===== src/hw/rtl/rwa_pkg.sv =====
// ----------------------------------------------------------------------------
// rwa_pkg
// Shared widths, codes and record types of the ring walker automaton step.
// ----------------------------------------------------------------------------
package rwa_pkg;

  // Lattice and field sizes
  localparam int MAX_SITES   = 1024;
  localparam int LABEL_BITS  = 16;
  localparam int CNT_BITS    = $clog2(MAX_SITES);
  localparam int INDEX_BITS  = 10;
  localparam int CFG_BITS    = 11;
  localparam int TALLY_BITS  = 11;
  localparam int TALLY_MAX   = (1 << TALLY_BITS) - 1;

  // One step record carries up to five site results
  localparam int SLOTS       = 5;
  localparam int SLOT_BITS   = $clog2(SLOTS);
  localparam int QUEUE_DEPTH = 4;
  localparam int QPTR_BITS   = $clog2(QUEUE_DEPTH);

  typedef logic [1:0]            occ_t;
  typedef logic [LABEL_BITS-1:0] label_t;

  // Occupancy codes
  localparam occ_t OCC_EMPTY = 2'd0;
  localparam occ_t OCC_RIGHT = 2'd1;
  localparam occ_t OCC_LEFT  = 2'd2;

  // Configuration register indexes
  typedef enum logic [1:0] {
    REG_CELL_COUNT   = 2'd0,
    REG_TRACK_LABELS = 2'd1,
    REG_COUNT_MOVES  = 2'd2
  } reg_index_t;

  typedef struct packed {
    occ_t   value;
    label_t label;
  } site_res_t;

  // Front-to-back record: one ordinary site, or the five closing sites
  typedef struct packed {
    logic                  is_last;
    logic [INDEX_BITS-1:0] base_index;
    logic [TALLY_BITS-1:0] moved;
    site_res_t [SLOTS-1:0] slot;
  } step_rec_t;

  typedef struct packed {
    logic full;
    logic empty;
  } queue_status_t;

endpackage


===== src/hw/rtl/rwa_front.sv =====
// ----------------------------------------------------------------------------
// rwa_front
// Takes in sites, keeps the neighbour window and the wrap-around head,
// applies the neighbour rules and hands step records to the queue.
// ----------------------------------------------------------------------------
module rwa_front import rwa_pkg::*; (
  input  logic                clk,
  input  logic                rst,
  input  logic                cfg_write,
  input  logic [1:0]          cfg_index,
  input  logic [CFG_BITS-1:0] cfg_data,
  input  logic                accept,
  input  occ_t                site_value,
  input  label_t              site_label,
  input  logic                random_heading,
  output logic                rec_push,
  output step_rec_t           rec
);

  typedef struct packed {
    occ_t   value;
    label_t label;
    logic   moved;
  } rule_res_t;

  // Neighbour rules, in order of priority
  function automatic rule_res_t apply_rule(input occ_t x, input occ_t e, input occ_t w,
                                           input occ_t ee, input occ_t ww, input label_t lx,
                                           input label_t le, input label_t lw,
                                           input logic rnd_bit);
    rule_res_t r;
    occ_t      rnd;
    rnd = rnd_bit ? OCC_LEFT : OCC_RIGHT;
    r.value = OCC_EMPTY;
    r.label = lx;
    r.moved = 1'b0;
    if (x == OCC_RIGHT && e == OCC_EMPTY) begin
      if (ee == OCC_LEFT) begin
        r.value = rnd;
      end else begin
        r.moved = 1'b1;
        r.label = '0;
      end
    end else if (x == OCC_LEFT && w == OCC_EMPTY) begin
      if (ww == OCC_RIGHT) begin
        r.value = rnd;
      end else begin
        r.moved = 1'b1;
        r.label = '0;
      end
    end else if (x == OCC_RIGHT || x == OCC_LEFT) begin
      r.value = rnd;
    end else if (e == OCC_LEFT && w == OCC_RIGHT) begin
      r.value = OCC_EMPTY;
    end else if (e == OCC_LEFT) begin
      r.value = rnd;
      r.label = le;
    end else if (w == OCC_RIGHT) begin
      r.value = rnd;
      r.label = lw;
    end
    return r;
  endfunction

  // Configuration registers
  logic [CFG_BITS-1:0] cell_count;
  logic                track_labels;
  logic                count_moves;

  // Window and head of the step
  occ_t                win_val [4];
  label_t              win_lab [3];
  logic                win_hd  [2];
  occ_t                head_val [4];
  label_t              head_lab [3];
  logic                head_hd  [2];
  logic [CNT_BITS-1:0] site_counter;
  logic [TALLY_BITS-1:0] move_tally;

  occ_t                cv;
  occ_t                ev [9];
  label_t              el [7];
  logic                eh [5];
  rule_res_t           res [SLOTS];
  logic [CFG_BITS-1:0] n;
  logic                is_last;
  logic                emits;
  logic [2:0]          move_sum;
  logic [TALLY_BITS:0] tally_sum;
  logic [TALLY_BITS-1:0] move_tally_next;

  always_ff @(posedge clk) begin
    if (rst) begin
      cell_count   <= CFG_BITS'(MAX_SITES);
      track_labels <= 1'b0;
      count_moves  <= 1'b0;
    end else if (cfg_write) begin
      case (cfg_index)
        REG_CELL_COUNT:   cell_count   <= cfg_data;
        REG_TRACK_LABELS: track_labels <= cfg_data[0];
        REG_COUNT_MOVES:  count_moves  <= cfg_data[0];
        default: ;
      endcase
    end
  end

  // Occupancy three reads as empty
  assign cv = (site_value == 2'd3) ? OCC_EMPTY : site_value;

  // Ring size clamped to its legal range
  always_comb begin
    n = cell_count;
    if (cell_count < CFG_BITS'(5)) n = CFG_BITS'(5);
    else if (32'(cell_count) > MAX_SITES) n = CFG_BITS'(MAX_SITES);
  end

  assign is_last = (32'(site_counter) + 1) >= 32'(n);
  assign emits   = is_last || (32'(site_counter) >= 4);

  // Extended neighbourhood: window, arriving site, head
  always_comb begin
    for (int i = 0; i < 4; i++) ev[i] = win_val[i];
    ev[4] = cv;
    for (int i = 0; i < 4; i++) ev[5 + i] = head_val[i];
    for (int i = 0; i < 3; i++) el[i] = win_lab[i];
    el[3] = site_label;
    for (int i = 0; i < 3; i++) el[4 + i] = head_lab[i];
    eh[0] = win_hd[0];
    eh[1] = win_hd[1];
    eh[2] = random_heading;
    eh[3] = head_hd[0];
    eh[4] = head_hd[1];
  end

  // Rules for the five candidate sites, independent of each other
  always_comb begin
    for (int j = 0; j < SLOTS; j++) begin
      res[j] = apply_rule(ev[j + 2], ev[j + 3], ev[j + 1], ev[j + 4], ev[j],
                          el[j + 1], el[j + 2], el[j], eh[j]);
    end
  end

  // Move tally, saturating
  always_comb begin
    move_sum = {2'b00, res[0].moved};
    if (is_last) begin
      move_sum = 3'(res[0].moved) + 3'(res[1].moved) + 3'(res[2].moved)
               + 3'(res[3].moved) + 3'(res[4].moved);
    end
    if (!count_moves) move_sum = '0;
    tally_sum = {1'b0, move_tally} + (TALLY_BITS + 1)'(move_sum);
    move_tally_next = (tally_sum > (TALLY_BITS + 1)'(TALLY_MAX)) ? TALLY_BITS'(TALLY_MAX)
                                                               : tally_sum[TALLY_BITS-1:0];
  end

  // Record to the back end
  always_comb begin
    rec.is_last    = is_last;
    rec.base_index = INDEX_BITS'(site_counter) - INDEX_BITS'(2);
    rec.moved      = move_tally_next;
    for (int j = 0; j < SLOTS; j++) begin
      rec.slot[j].value = res[j].value;
      rec.slot[j].label = track_labels ? res[j].label : '0;
    end
  end

  assign rec_push = accept && emits;

  // Control state
  always_ff @(posedge clk) begin
    if (rst) begin
      site_counter <= '0;
      move_tally   <= '0;
      for (int i = 0; i < 4; i++) win_val[i] <= OCC_EMPTY;
      for (int i = 0; i < 3; i++) win_lab[i] <= '0;
      win_hd[0] <= 1'b0;
      win_hd[1] <= 1'b0;
    end else if (accept) begin
      site_counter <= is_last ? '0 : site_counter + CNT_BITS'(1);
      if (is_last)    move_tally <= '0;
      else if (emits) move_tally <= move_tally_next;
      win_val[0] <= win_val[1];
      win_val[1] <= win_val[2];
      win_val[2] <= win_val[3];
      win_val[3] <= cv;
      win_lab[0] <= win_lab[1];
      win_lab[1] <= win_lab[2];
      win_lab[2] <= site_label;
      win_hd[0]  <= win_hd[1];
      win_hd[1]  <= random_heading;
    end
  end

  // Head of the step, kept for wrap-around
  always_ff @(posedge clk) begin
    if (accept) begin
      if (32'(site_counter) < 4) head_val[site_counter[1:0]] <= cv;
      if (32'(site_counter) < 3) head_lab[site_counter[1:0]] <= site_label;
      if (32'(site_counter) < 2) head_hd[site_counter[0]]    <= random_heading;
    end
  end

endmodule


===== src/hw/rtl/rwa_queue.sv =====
// ----------------------------------------------------------------------------
// rwa_queue
// Short first-in first-out queue of step records between front and back.
// ----------------------------------------------------------------------------
module rwa_queue import rwa_pkg::*; (
  input  logic          clk,
  input  logic          rst,
  input  logic          push,
  input  step_rec_t     wr_rec,
  input  logic          pop,
  output step_rec_t     rd_rec,
  output queue_status_t status
);

  step_rec_t            entries [QUEUE_DEPTH];
  logic [QPTR_BITS-1:0] wr_ptr;
  logic [QPTR_BITS-1:0] rd_ptr;
  logic [QPTR_BITS:0]   fill;
  logic                 do_push;
  logic                 do_pop;

  assign status.full  = (fill == (QPTR_BITS + 1)'(QUEUE_DEPTH));
  assign status.empty = (fill == '0);
  assign do_push      = push && !status.full;
  assign do_pop       = pop && !status.empty;
  assign rd_rec       = entries[rd_ptr];

  // Pointers and fill level
  always_ff @(posedge clk) begin
    if (rst) begin
      wr_ptr <= '0;
      rd_ptr <= '0;
      fill   <= '0;
    end else begin
      if (do_push) wr_ptr <= wr_ptr + QPTR_BITS'(1);
      if (do_pop)  rd_ptr <= rd_ptr + QPTR_BITS'(1);
      case ({do_push, do_pop})
        2'b10:   fill <= fill + (QPTR_BITS + 1)'(1);
        2'b01:   fill <= fill - (QPTR_BITS + 1)'(1);
        default: ;
      endcase
    end
  end

  // Storage
  always_ff @(posedge clk) begin
    if (do_push) entries[wr_ptr] <= wr_rec;
  end

endmodule


===== src/hw/rtl/rwa_back.sv =====
// ----------------------------------------------------------------------------
// rwa_back
// Unpacks step records into site results into the output register, one per
// cycle while a record waits and the output is free or being popped.
// ----------------------------------------------------------------------------
module rwa_back import rwa_pkg::*; (
  input  logic                  clk,
  input  logic                  rst,
  input  step_rec_t             rec,
  input  logic                  rec_empty,
  output logic                  rec_pop,
  input  logic                  pop,
  output logic                  empty,
  output logic [INDEX_BITS-1:0] site_index,
  output occ_t                  new_value,
  output label_t                new_label,
  output logic [TALLY_BITS-1:0] moved_count,
  output logic                  last_of_step
);

  logic [SLOT_BITS-1:0] slot;
  logic                 out_valid;
  logic                 load;
  logic                 slot_done;

  assign empty     = !out_valid;
  assign load      = !rec_empty && (!out_valid || pop);
  assign slot_done = !rec.is_last || (32'(slot) == SLOTS - 1);
  assign rec_pop   = load && slot_done;

  // Slot walk and output valid
  always_ff @(posedge clk) begin
    if (rst) begin
      slot      <= '0;
      out_valid <= 1'b0;
    end else begin
      if (load) slot <= slot_done ? '0 : slot + SLOT_BITS'(1);
      if (load)     out_valid <= 1'b1;
      else if (pop) out_valid <= 1'b0;
    end
  end

  // Output register
  always_ff @(posedge clk) begin
    if (load) begin
      new_value    <= rec.slot[slot].value;
      new_label    <= rec.slot[slot].label;
      last_of_step <= rec.is_last && slot_done;
      moved_count  <= (rec.is_last && slot_done) ? rec.moved : '0;
      if (32'(slot) < 3) site_index <= rec.base_index + INDEX_BITS'(slot);
      else               site_index <= INDEX_BITS'(slot) - INDEX_BITS'(3);
    end
  end

endmodule


===== src/hw/rtl/ring_walker_automaton_step.sv =====
// ----------------------------------------------------------------------------
// ring_walker_automaton_step
// One time step of a periodic random-walker lattice over a stream of sites.
// Flow: a site's result is formed when the site two places further on is
//   taken, goes through the record queue into the output register; the
//   closing sites follow the last site, one per cycle while popped.
// Throughput: one site per cycle in while the queue is not full; one result
//   per cycle out while the output register is popped, so the last site of
//   a step yields five results, absorbed by a four-record queue.
// Reset: synchronous rst clears window, counters and queue, resets config.
// ----------------------------------------------------------------------------
module ring_walker_automaton_step import rwa_pkg::*; (
  input  logic                  clk,
  input  logic                  rst,
  input  logic                  cfg_write,
  input  logic [1:0]            cfg_index,
  input  logic [CFG_BITS-1:0]   cfg_data,
  input  logic                  push,
  output logic                  full,
  input  logic [1:0]            site_value,
  input  logic [LABEL_BITS-1:0] site_label,
  input  logic                  random_heading,
  output logic                  empty,
  input  logic                  pop,
  output logic [INDEX_BITS-1:0] site_index,
  output logic [1:0]            new_value,
  output logic [LABEL_BITS-1:0] new_label,
  output logic [TALLY_BITS-1:0] moved_count,
  output logic                  last_of_step
);

  logic          accept;
  logic          rec_push;
  logic          rec_pop;
  step_rec_t     front_rec;
  step_rec_t     back_rec;
  queue_status_t q_status;

  assign full   = q_status.full;
  assign accept = push && !q_status.full;

  // Front: window, rules, records
  rwa_front u_front (
    .clk            (clk),
    .rst            (rst),
    .cfg_write      (cfg_write),
    .cfg_index      (cfg_index),
    .cfg_data       (cfg_data),
    .accept         (accept),
    .site_value     (site_value),
    .site_label     (site_label),
    .random_heading (random_heading),
    .rec_push       (rec_push),
    .rec            (front_rec)
  );

  // Record queue
  rwa_queue u_queue (
    .clk    (clk),
    .rst    (rst),
    .push   (rec_push),
    .wr_rec (front_rec),
    .pop    (rec_pop),
    .rd_rec (back_rec),
    .status (q_status)
  );

  // Back: result issue
  rwa_back u_back (
    .clk          (clk),
    .rst          (rst),
    .rec          (back_rec),
    .rec_empty    (q_status.empty),
    .rec_pop      (rec_pop),
    .pop          (pop),
    .empty        (empty),
    .site_index   (site_index),
    .new_value    (new_value),
    .new_label    (new_label),
    .moved_count  (moved_count),
    .last_of_step (last_of_step)
  );

endmodule


===== config.mk =====
export PLATFORM = sky130hd
export DESIGN_NAME = ring_walker_automaton_step
export DESIGN_NICKNAME = d
export VERILOG_FILES = /design/src/hw/rtl/rwa_pkg.sv /design/src/hw/rtl/rwa_front.sv /design/src/hw/rtl/rwa_queue.sv /design/src/hw/rtl/rwa_back.sv /design/src/hw/rtl/ring_walker_automaton_step.sv
export SDC_FILE = /design/constraint.sdc
export NUM_CORES = 1
export LEC_CHECK = 0
export BUFFER_PORTS_ARGS = -buffer_cell sky130_fd_sc_hd__buf_4
export CAP_MARGIN = 20
export CORE_MARGIN = 10
export CORE_UTILIZATION = 45
export DETAILED_ROUTE_END_ITERATION = 8
export HOLD_SLACK_MARGIN = 0.06
export PLACE_DENSITY = 0.62
export SLEW_MARGIN = 20
export SYNTH_ARGS = -nofsm -noshare
export SYNTH_HDL_FRONTEND = slang
export SYNTH_SLANG_ARGS = --single-unit

===== constraint.sdc =====
create_clock -name clk -period 5.16 [get_ports clk]
set_input_delay 0.516 -clock clk [delete_from_list [all_inputs] [get_ports clk]]
set_output_delay 0.516 -clock clk [all_outputs]
set_load 0.005 [all_outputs]

After elaboration in Yosys (flattened, before gate mapping)
Memory sizes are Yosys's and may differ from the RTL's. A register that Yosys moved wholly into a read port is not among the register bits. Index checks and enable logic that the tools add are counted.

Flip-flop bits (word level): 85. Memory bits (writable): 564. Bits of input ports: 37. Output and inout bits: 42. Word-level logic and storage cells: 245. Memories: 7.

Memory list: u_queue.entries (words 4, bits a word 112, rd ports 1, clocked after memory_dff 1, wr ports 1, line rwa_queue.sv:15) `step_rec_t entries [QUEUE_DEPTH];`; u_front.head_lab (words 3, bits a word 16, rd ports 3, clocked after memory_dff 0, wr ports 1, line rwa_front.sv:75) `label_t head_lab [3];`; u_front.win_lab (words 3, bits a word 16, rd ports 3, clocked after memory_dff 0, wr ports 3, line rwa_front.sv:72) `label_t win_lab [3];`; u_front.head_val (words 4, bits a word 2, rd ports 4, clocked after memory_dff 0, wr ports 1, line rwa_front.sv:74) `occ_t head_val [4];`; u_front.win_val (words 4, bits a word 2, rd ports 4, clocked after memory_dff 0, wr ports 4, line rwa_front.sv:71) `occ_t win_val [4];`; u_front.head_hd (words 2, bits a word 1, rd ports 2, clocked after memory_dff 0, wr ports 1, line rwa_front.sv:76) `logic head_hd [2];`; +1 memories.

Add/subtract/negate cells: 15. $lt $le $gt $ge: 10. Eq/ne operators: 21. Mux-type cells: 118. Bitwise operators: 9. Reductions and logical operators: 50.

Operator list (number): 2-to-1 mux 16 bit (18); 2-to-1 mux 18 bit (16); 2-to-1 mux 17 bit (10); 2-to-1 mux 19 bit (5); 2-to-1 mux 2 bit (32); 2-to-1 mux 11 bit (5); binary-select mux 18 bit (select 3 bit) (1); >= comparator 32 x 11 -> 1 bit (1); 2-to-1 mux 1 bit (25); logical AND 1 bit (22); equality test 2 bit, second input constant (10); less-than comparator 10 x 2 -> 1 bit, second input constant (2); 2-to-1 mux 10 bit (2); equality test 2 x 1 -> 1 bit, second input constant (9); zero test 2 bit (8); adder 11 x 3 -> 12 bit (1); greater-than comparator 12 x 11 -> 1 bit, second input constant (1); adder 10 x 1 -> 11 bit, second input constant (1); greater-than comparator 11 bit, second input constant (1); less-than comparator 11 x 3 -> 1 bit, second input constant (1); adder 10 x 1 -> 10 bit, second input constant (1); adder 10 x 3 -> 10 bit (1); >= comparator 10 x 3 -> 1 bit, second input constant (1); less-than comparator 10 x 3 -> 1 bit, second input constant (1); 18 further kinds (48).

Logic depth before layout (Yosys ltp)
Depth after elaboration: 19. Mapped depth: 22. Gate-level depth less buffers: 20.

By module
From an unflattened synthesis, not the netlist that was laid out.

Cell total of the unflattened synthesis: 1802. Area total of the unflattened synthesis: 28663.7 um^2.

By module, submodules not included: rwa_queue (times used 1, cells an instance 639, area an instance 16716.0 um^2, seq. area each 13633.1 um^2); rwa_front (times used 1, cells an instance 980, area an instance 9385.3 um^2, seq. area each 4164.0 um^2); rwa_back (times used 1, cells an instance 182, area an instance 2548.7 um^2, seq. area each 1281.2 um^2); ring_walker_automaton_step (times used 1, cells an instance 1, area an instance 13.8 um^2, seq. area each 0.0 um^2).

Least setup slack after synthesis
OpenSTA, ideal clock, no wires.

Path kind: input to register. Start point: input port site_value[1]. End point: register u_front.move_tally[2]. Setup time: 0.115 ns. Data arrival time: 4.556 ns. Required time: 5.045 ns. Path slack: 0.488 ns. Stages on the path: 21. Path buffers: 4. Cells stage by stage: inv_1 ha_1 buf_2 nand2_1 or2_2 clkbuf_1 clkbuf_1 o21ai_0 fa_1 ha_1 inv_1 fa_1 nor2_1 ha_1 a21o_1 a21oi_2 or3_1 clkbuf_1 a21oi_1 and4_1 a31o_1.

Cells in the longest elaborated chain, start to end: 16. Elaborated cells between the ends (all ways): 30. Classes of those cells: add/sub (5); order compare (1); eq/ne (3); mux (16); reduce/logical (5).

RTL lines: start, declared (line ring_walker_automaton_step.sv:20) `input logic [1:0] site_value,`; equality test 2 bit * (line rwa_front.sv:108) `assign cv = (site_value == 2'd3) ? OCC_EMPTY : site_value;`; 2-to-1 mux 2 bit * (line rwa_front.sv:108); via u_front.cv[0] (line rwa_front.sv:80) `occ_t cv;`; equality test 2 bit or zero test 2 bit (tied branches) (line rwa_front.sv:38, rwa_front.sv:44, rwa_front.sv:37); 2-to-1 mux 17 bit (tied with other cells) (line rwa_front.sv:38) `if (ee == OCC_LEFT) begin`; 2-to-1 mux 19 bit or 2-to-1 mux 1 bit (tied branches) (line rwa_front.sv:37, rwa_front.sv:44); adder 1 x 1 -> 2 bit or 2-to-1 mux 19 bit (tied branches) (line rwa_front.sv:147, rwa_front.sv:37); adder 3 x 1 -> 3 bit (line rwa_front.sv:147) `move_sum = 3'(res[0].moved) + 3'(res[1].moved) + 3'(res[2].moved)`; adder 3 x 1 -> 3 bit (2 in a row) (line rwa_front.sv:148) `+ 3'(res[3].moved) + 3'(res[4].moved);`; 2-to-1 mux 3 bit * (line rwa_front.sv:146) `if (is_last) begin`; 2-to-1 mux 3 bit * (line rwa_front.sv:150) `if (!count_moves) move_sum = '0;`; adder 11 x 3 -> 12 bit * (line rwa_front.sv:151) `tally_sum = {1'b0, move_tally} + (TALLY_BITS + 1)'(move_sum);`; greater-than comparator 12 x 11 -> 1 bit (line rwa_front.sv:152) `move_tally_next = (tally_sum > (TALLY_BITS + 1)'(TALLY_MAX)) ? TALLY_BITS'(TALLY_MAX)`; 2-to-1 mux 11 bit * (line rwa_front.sv:152); 2-to-1 mux 11 bit * (line rwa_front.sv:181) `else if (emits) move_tally <= move_tally_next;`; 2-to-1 mux 11 bit * (line rwa_front.sv:180) `if (is_last) move_tally <= '0;`; end signal, assigned (line rwa_front.sv:181); end, declared (line rwa_front.sv:78) `logic [TALLY_BITS-1:0] move_tally;`.

Mark *: on every way through the listed nets, which the timed path passes. The rest lies on a longest branch. The select of a mux whose other input is x is not followed. A chain may end at the register's enable or synchronous reset.

==> impl_metrics.py <==
metrics = {
    "drt": {
        "drt-wirelength-per-cell_um": 24.49,
        "ant_nets": 0,
        "finalWirelength_um": 70080,
        "via_per_inst": 5.846,
        "drt_iter0_drc": 1880,
        "drc": 0,
        "firstDrtPassIters": 5,
        "vias": 16724,
    },
    "sta": {
        "fin_skew_ps": 25.88,
        "setup_ws_ps": 344.1,
        "hold_viol_final": 0,
        "period_needed_ps": 4816,
        "tightestPinTransition_ps": 1093,
        "finalSetupTns_ps": 0,
        "finalSetupViolations": 0,
        "period_share": 0.9333,
        "hold_slack_ps": 124.6,
        "max-slew-margin-rel": 0.2710,
        "grt_setup_unrepaired": "no",
        "finalMaxSlewViolations": 0,
        "max_freq_ghz": 0.2076,
    },
    "floorplanning": {
        "num_rows": 92,
        "start_util": 0.4548,
        "dieArea_um2": 74370,
        "core_um2": 63200,
        "die_w_um": 272.7,
        "die_h_um": 272.7,
        "io_pins": 79,
    },
    "power": {
        "power_density_nw_per_um2": 403.2,
        "vdd_drop_max_uv": 234.4,
        "leakage_nw": 11.51,
        "finalPower_mw": 13.18,
    },
    "placed_design": {
        "place.gp.congestion": 0.8698,
        "pre_cts_slack_ps": 334.3,
        "portBuffers": 78,
        "dp_hpwl_um": 43320,
    },
    "clock_network": {
        "clock_sinks": 651,
        "clockBufferDepth": 3,
        "clk_pin_slew_ps": 60,
        "cts_root_buffer": "clkbuf_16",
        "cts_tree": "yes",
        "hold_buffers": 0,
        "numCtsBuffers": 71,
        "clk_latency_ps": 620,
        "cts-htree-levels": 3,
        "post_cts_buffers": 0,
        "cts_resized": 0,
    },
    "logic_synthesis": {
        "synth-seq-cells": 651,
        "synth_compound_area_frac": 0.07353,
        "ys_warn_count": 0,
        "synth.mux.area_fraction": 0.1177,
        "synth.distinct_cells": 68,
        "synth_fa_ha_area_frac": 0.02395,
        "syn-cell-area_um2": 28740,
        "ys.flop_type": "edfxtp_1",
        "synth-xor-area-share": 0.01036,
        "synth_edf_count": 604,
        "avgSynthCellArea_um2": 15.26,
        "syn_nets": 1972,
        "yosysSeqAreaShare": 0.6639,
        "synth-simple-area-share": 0.08407,
        "synth-async-reset-ratio": 0,
        "post_synth_inst_count": 1883,
        "synth_top_family_by_area": "multiplexers",
    },
    "layout": {
        "nFillCells": 5178,
        "drive_gt1_frac": 0.2060,
        "mostFrequentLayoutCell": "edfxtp_1",
        "mostFrequentLayoutCells": "edfxtp_1, mux4_2, nand2_1",
        "area_growth_pct": 13.73,
        "nNetsFinal": 2050,
        "n_antenna_cell": 0,
    },
    "critical_path": {
        "crit_top_cell": "ha_1",
        "cp_cell_sequence": "ha_1, nand3_1, inv_1, nand3_1, or2_2, xnor2_1, ha_1, a21o_1, a21oi_1, and3_4, mux2i_1, nor2b_1, ha_1, fa_1, a21o_1, nand4_1, mux2_2, and3_1, mux2_4",
        "required_ps": 5660,
        "cp_max_fo": 10,
        "cp-end-kind": "register",
        "arrival_ps": 5320,
        "max_stage_delay_ps": 460,
        "path_class": "register to register",
        "start_kind": "register",
        "cp_slowest_cell": "dfxtp_1",
    },
    "global_routing": {
        "grt_antenna_before_repair": 0,
        "grt_pass1_vias": 16789,
        "grt.total_usage": 0.1866,
        "grt_pass1_wl_um": 105500,
        "gr-total-overflow": 0,
        "grt_max_degree": 84,
    },
    "worst_hold_path": {
        "hold_path_class": "input pin to register",
    },
    "run": {
        "maxCapViolCount": 0,
    },
    "run_status": {
        "status": "complete, no violations",
    },
}
## kinds of logic (layout without fill, tap and decap cells)
| kind of cell | after synthesis | after routing |
|---|---|---|
| compound gates | 328 | 328 |
| fa+ha+maj | 52 | 52 |
| simple gates | 462 | 462 |
| xor+xnor | 34 | 34 |
| flops | 651 | 651 |
| buf+inv | 184 | 316 |
| mux | 172 | 172 |
## sequential cells by signal (all words and copies together), names as in the netlist, 10 cells and up, named ones only
signal / flops
u_front.move_tally: 11
u_back.new_label: 16
u_front.site_counter: 10
u_back.site_index: 10
u_front.win_lab: 48
u_back.moved_count: 11
u_front.cell_count: 11
u_queue.entries: 448
u_front.head_lab: 48
## per-layer routing
metal  wire length, um  track usage  vias up  part of all wire
li1                  -            -     7468                 -
met1             31140       0.2643     8486              0.44
met2             32220       0.2876      649              0.46
met3              4961      0.03432      121             0.071
met4              1746      0.06184        0             0.025
met5                 0            0        -                 0
## worst max-delay path, delay by kind of cell (launching register included)
family          cells  cell delay [ps]
compound gates      3              560
xor+xnor            1              140
fa+ha+maj           4             1130
buf+inv             1              100
flops               1              460
mux                 3              850
simple gates        7             1450
## cell usage after synthesis, drive strengths merged, types with 33 or more instances
cell | count | area (um2)
nor3b | 33 | 247.7
nor2b | 59 | 369.1
a21boi | 39 | 292.8
edfxtp | 604 | 18140
o22ai | 47 | 294.0
dfxtp | 47 | 940.9
buf | 35 | 202.7
nor2 | 76 | 285.3
ha | 47 | 588.1
nand2 | 123 | 461.7
a21oi | 83 | 434.2
mux4 | 130 | 2928
inv | 62 | 232.7
o21ai | 55 | 275.3
and3 | 65 | 411.6
clkbuf | 86 | 322.8
## path summary, 6_finish.rpt
kind,startpoint,end,cells after the start,slack [ps]
min,random_heading,u_front.head_hd[0]$_DFFE_PP_,1,120
max,u_front.site_counter[1]$_SDFFE_PP0P_,u_front.move_tally[10]$_SDFFE_PP0P_,19,340
max reg2reg,u_front.site_counter[1]$_SDFFE_PP0P_,u_front.move_tally[10]$_SDFFE_PP0P_,19,340
min reg2reg,u_front.move_tally[0]$_SDFFE_PP0P_,u_front.move_tally[0]$_SDFFE_PP0P_,1,500
## layout make-up
class	instances	area [um2]	share of cell area
clock buffers	83	1822	0.05574
clock inverters	44	447.9	0.01370
well taps	846	1059	0.03239
repair buffers	126	1071	0.03277
flip-flops and latches	651	19090	0.5841
multi-input cells	1048	8959	0.2741
inverters	63	236.5	0.007235
## power by group
group	switching, mW	internal, mW
clock	2.10	2.90
combinational	1.13	0.891
sequential	0.113	6.04
total	3.34	9.84
## through the flow
step | cells | instance area, um2 | utilization
after global placement | 2733 | 30390 | 0.4810
after floorplan | 1883 | 28740 | -
after CTS | 2860 | 32660 | 0.5169
after global routing | 2861 | 32680 | 0.5172
after detailed placement | 2733 | 30390 | 0.4810
final | 2861 | 32680 | 0.5172
Power figures use the tool's default switching activity.
